==> config.mk <==
export PLATFORM = sky130hd
export DESIGN_NAME = ioct_ctrl
export DESIGN_NICKNAME = d
export VERILOG_FILES = /design/src/design/ioct_pkg.sv /design/src/design/ioct_ctrl.sv
export SDC_FILE = /design/constraint.sdc
export NUM_CORES = 1
export LEC_CHECK = 0
export BUFFER_PORTS_ARGS = -buffer_cell sky130_fd_sc_hd__buf_4
export CAP_MARGIN = 20
export CORE_AREA = 2 2 39 41
export DETAILED_ROUTE_END_ITERATION = 8
export DIE_AREA = 0 0 41 43
export GPL_ROUTABILITY_DRIVEN = 0
export HOLD_SLACK_MARGIN = 0.08
export PLACE_DENSITY = 0.52
export SYNTH_ARGS = -nofsm -noshare
export SYNTH_HDL_FRONTEND = slang
export SYNTH_SLANG_ARGS = --single-unit
export TNS_END_PERCENT = 5
==> constraint.sdc <==
create_clock -name clk_i -period 3 [get_ports clk_i]
set_clock_uncertainty 0.15 [all_clocks]
set_input_delay 0.45 -clock clk_i [delete_from_list [all_inputs] [get_ports clk_i]]
set_output_delay 0.45 -clock clk_i [all_outputs]
set_load 0.05 [all_outputs]
==> src/design/ioct_pkg.sv <==
// ----------------------------------------------------------------------------
// ioct_pkg
// Shared constants, command and status types for the occurrence count table.
// ----------------------------------------------------------------------------
package ioct_pkg;

  localparam int unsigned OpcodeW = 2;
  localparam int unsigned AddrW   = 32;
  localparam int unsigned CountW  = 32;
  localparam int unsigned KindW   = 2;

  // Input command codes.
  localparam logic [OpcodeW-1:0] OP_COUNT   = 2'd0;
  localparam logic [OpcodeW-1:0] OP_QUERY   = 2'd1;
  localparam logic [OpcodeW-1:0] OP_DUMP    = 2'd2;
  localparam logic [OpcodeW-1:0] OP_UNKNOWN = 2'd3;

  // Result kinds.
  localparam logic [KindW-1:0] KIND_QUERY = 2'd0;
  localparam logic [KindW-1:0] KIND_DUMP  = 2'd1;
  localparam logic [KindW-1:0] KIND_ERROR = 2'd2;
  localparam logic [KindW-1:0] KIND_FULL  = 2'd3;

  // Controller to datapath.
  typedef struct packed {
    logic             capture;    // input beat taken, register compare flags
    logic             commit;     // apply count: increment or insert
    logic             load;       // load the output register
    logic [KindW-1:0] kind;       // kind of the loaded result
    logic             dump_step;  // advance the dump pointer
  } ioct_cmd_t;

  // Datapath to controller.
  typedef struct packed {
    logic [OpcodeW-1:0] op;
    logic               hit;
    logic               full;
    logic               empty;
    logic               dump_last;
    logic               out_free;
  } ioct_sts_t;

  // Table order: fourth octet first, then the first, second and third.
  function automatic logic [AddrW-1:0] order_key(input logic [AddrW-1:0] a);
    return {a[7:0], a[31:8]};
  endfunction

endpackage

==> src/design/ioct_ctrl.sv <==
// ----------------------------------------------------------------------------
// ioct_ctrl
// Sequencer for the occurrence count table: takes a command, applies it and
// walks the table during a dump.
// ----------------------------------------------------------------------------
module ioct_ctrl (
  input  logic               clk_i,
  input  logic               rst_ni,
  input  logic               in_valid_i,
  output logic               in_ready_o,
  input  ioct_pkg::ioct_sts_t sts_i,
  output ioct_pkg::ioct_cmd_t cmd_o
);
  import ioct_pkg::*;

  localparam logic [1:0] ST_IDLE   = 2'd0;
  localparam logic [1:0] ST_UPDATE = 2'd1;
  localparam logic [1:0] ST_DUMP   = 2'd2;

  logic [1:0] state_q, state_d;

  always_comb begin
    state_d            = state_q;
    in_ready_o         = 1'b0;
    cmd_o              = '0;
    cmd_o.kind         = KIND_QUERY;
    case (state_q)
      ST_IDLE: begin
        in_ready_o = 1'b1;
        if (in_valid_i) begin
          cmd_o.capture = 1'b1;
          state_d       = ST_UPDATE;
        end
      end
      ST_UPDATE: begin
        case (sts_i.op)
          OP_COUNT: begin
            if (sts_i.hit || !sts_i.full) begin
              cmd_o.commit = 1'b1;
              state_d      = ST_IDLE;
            end else if (sts_i.out_free) begin
              cmd_o.load = 1'b1;
              cmd_o.kind = KIND_FULL;
              state_d    = ST_IDLE;
            end
          end
          OP_QUERY: begin
            if (sts_i.out_free) begin
              cmd_o.load = 1'b1;
              cmd_o.kind = KIND_QUERY;
              state_d    = ST_IDLE;
            end
          end
          OP_DUMP: begin
            state_d = sts_i.empty ? ST_IDLE : ST_DUMP;
          end
          default: begin
            if (sts_i.out_free) begin
              cmd_o.load = 1'b1;
              cmd_o.kind = KIND_ERROR;
              state_d    = ST_IDLE;
            end
          end
        endcase
      end
      ST_DUMP: begin
        if (sts_i.out_free) begin
          cmd_o.load      = 1'b1;
          cmd_o.kind      = KIND_DUMP;
          cmd_o.dump_step = 1'b1;
          if (sts_i.dump_last) begin
            state_d = ST_IDLE;
          end
        end
      end
      default: begin
        state_d = ST_IDLE;
      end
    endcase
  end

  always_ff @(posedge clk_i or negedge rst_ni) begin
    if (!rst_ni) begin
      state_q <= ST_IDLE;
    end else begin
      state_q <= state_d;
    end
  end

endmodule

==> metrics.yaml <==
status: "completed"
layout.cells.non_filler: 68
worstSetupPathType: "reg2out"
ys_seq_elements: 2
fp.dieH_um: 43
regMostFlops: "state_q"
antenna_cells: 0
drv_cap: 0
die_x_um: 41
fin_nets: 67
ir_drop_v: 0.0001678
period_needed_ns: 2.158
slew_violations: 0
hold_violations: 0
grt_max_degree: 7
mappedNetlistArea_um2: 261.5
drtIter0Drc: 2
largest_registers: "state_q: 2 flops"
synthCells: 32
relSlewSlack_pct: 80.97
slowest_stage: "dfrtp_1"
fmax_mhz: 463.4
largest_register_ff_count: 2
fin_ws_ns: 0.8421
power.leakage_nw: 0.2150
swShare_pct: 48.01
clock-sinks: 2
grt_use_total_pct: 8.325
clkTransAtPathRegs_ns: 0.03
worst_pin_slew_ns: 0.2848
yosysWarnings: 0
grt_pass1_vias: 240
cp_max_fo: 4
firstDrtPassIters: 2
via_count: 295
mostFrequentLayoutCell: "buf_4"
p_sw_mw: 0.1400
crit_path_cell_trace: "inv_1 > ha_1 > nand2_1 > o21bai_1 > a21boi_1 > buf_4"
critPathArrivalTime_ns: 1.56
dpl-instance-area_um2: 401.6
cts_buffer_depth: 2
postRouteAntennaNets: 0
grt-ovfl-total: 0
synth_cell_types: 21
period_share_pct: 71.93
cts_tree: "done"
hp-class: "in2async"
fin_area_um2: 434.2
clk_latency_ns: 0.22
die_area_um2: 1763
crit_required_ns: 2.40
drive_gt1_share_pct: 42.31
initial_core_util_pct: 18.90
cts_buffers: 3
crit_path_end_kind: "output pin"
seq_area_frac_synth_pct: 19.14
route.detailed.drc: 0
dp_hpwl_um: 488.7
pre_cts_ws_ns: 0.8551
layout_common_cells: "buf_4 (16), inv_1 (4), nand2_1 (3), ha_1 (3), clkbuf_4 (3)"
start_kind: "flip-flop"
finalSetupTns_ns: 0
core_area_um2: 1384
p_per_area_nw_per_um2: 671.7
dp.cells: 64
critPathMaxStageDelay_ns: 0.37
combPwrFrac_pct: 64.9
syn_nets: 45
cts_max_level: 1
vias_per_cell: 4.338
num_rows: 14
io_pins: 17
drt-total-wl_um: 599
clock_power_share_pct: 20.6
p_int_mw: 0.1516
port_buffers: 16
postSynthAreaPerCell_um2: 8.172
wl_per_cell_um: 8.809
seqPwrFrac_pct: 14.5
grt_first_pass_wirelength_um: 966
syn_to_final_growth_pct: 66.03
rsz0062_at_grt: "false"
setup_viol: 0
antenna_found_initial: 0
clock-root-buffer: "clkbuf_4"
==> repair_timing <==
action                                  4_1_cts  5_1_grt
hold buffers                                  1        0
setup buffers                                 0        0
endpoints found under the hold margin         2        0
resized for setup                             0        0
endpoints found under the setup margin        0        0
==> metrics by stage <==
stage          utilization, %  hold slack (ns)  power (mW)
3_3_place_gp            29.02          0.08203      0.2327
6_report                31.37           0.3969      0.2916
2_1_floorplan               -         0.004409      0.1804
3_5_place_dp            29.02          0.08446      0.2320
5_1_grt                 31.37           0.3877      0.3210
4_1_cts                 31.37           0.3895      0.2957
==> final timing paths <==
path                            startpoint          to  slack [ns]  cells past startpoint
worst max-delay path            state_q[1]    cmd_o[3]        0.84                      6
worst min-delay path                rst_ni  state_q[0]        0.40                      2
worst max register to register  state_q[1]  state_q[1]        1.52                      5
worst min register to register  state_q[0]  state_q[0]        0.44                      2
max in group asynchronous           rst_ni  state_q[1]        2.22                      2
min in group clk_i                sts_i[2]  state_q[1]        0.41                      4
==> area by class of cell <==
cell class,count,area [um2]
flip-flops and latches,2,50.05
fillers,154,949.7
well taps,16,20.02
multi-input cells,26,196.4
repair buffers,17,130.1
inverters,4,15.01
clock buffers,3,22.52
==> cell families (layout without fill, tap and decap cells) <==
family                   after synthesis  in the layout  synth area share (%)
buffers and inverters                  4             24                 5.740
flip-flops                             2              2                 19.14
AND/OR/NAND/NOR                       13             13                 33.49
adder cells (fa/ha/maj)                3              3                 14.36
AO/OA/AOI/OAI                         10             10                 27.27
==> worst max-delay path: cells and delay by family, from the launching register on <==
family | cells | cell delay [ns]
buffers and inverters | 2 | 0.33
adder cells (fa/ha/maj) | 1 | 0.21
AND/OR/NAND/NOR | 1 | 0.11
flip-flops | 1 | 0.37
AO/OA/AOI/OAI | 2 | 0.31
==> per-layer routing <==
layer	routed length (um)	up-vias	track usage, %
met3	50	0	4.712
met5	0	-	0
met2	247	12	9.375
met1	301	129	11.22
met4	0	0	6.000
li1	-	154	-
==> synthesized netlist by cell type (all sizes together) <==
cell type | n | share of area [%]
nor4bb | 1 | 3.8
nor3b | 1 | 2.9
nand2 | 3 | 4.3
a21oi | 1 | 1.9
nand2b | 1 | 2.4
o21ai | 2 | 5.3
a21bo | 1 | 3.8
and2 | 2 | 4.8
nor4b | 1 | 3.3
ha | 3 | 14
nor2b | 2 | 4.8
dfrtp | 2 | 19
a31oi | 2 | 4.8
a21boi | 1 | 2.9
a21o | 1 | 2.9
inv | 4 | 5.7
or4b | 1 | 5.3
o211ai | 1 | 2.9
nand3 | 1 | 1.9
o21bai | 1 | 2.9
==> power by group through the flow <==
stage          Combinational (mW)  Clock (mW)  Sequential, mW
2_1_floorplan               0.139           0          0.0409
3_3_place_gp                0.189           0          0.0434
3_5_place_dp                0.189           0          0.0433
4_1_cts                     0.190      0.0625          0.0427
5_1_grt                     0.206      0.0704          0.0443
6_report                    0.189      0.0599          0.0423
Note: power is estimated with default switching activity, not from simulation.
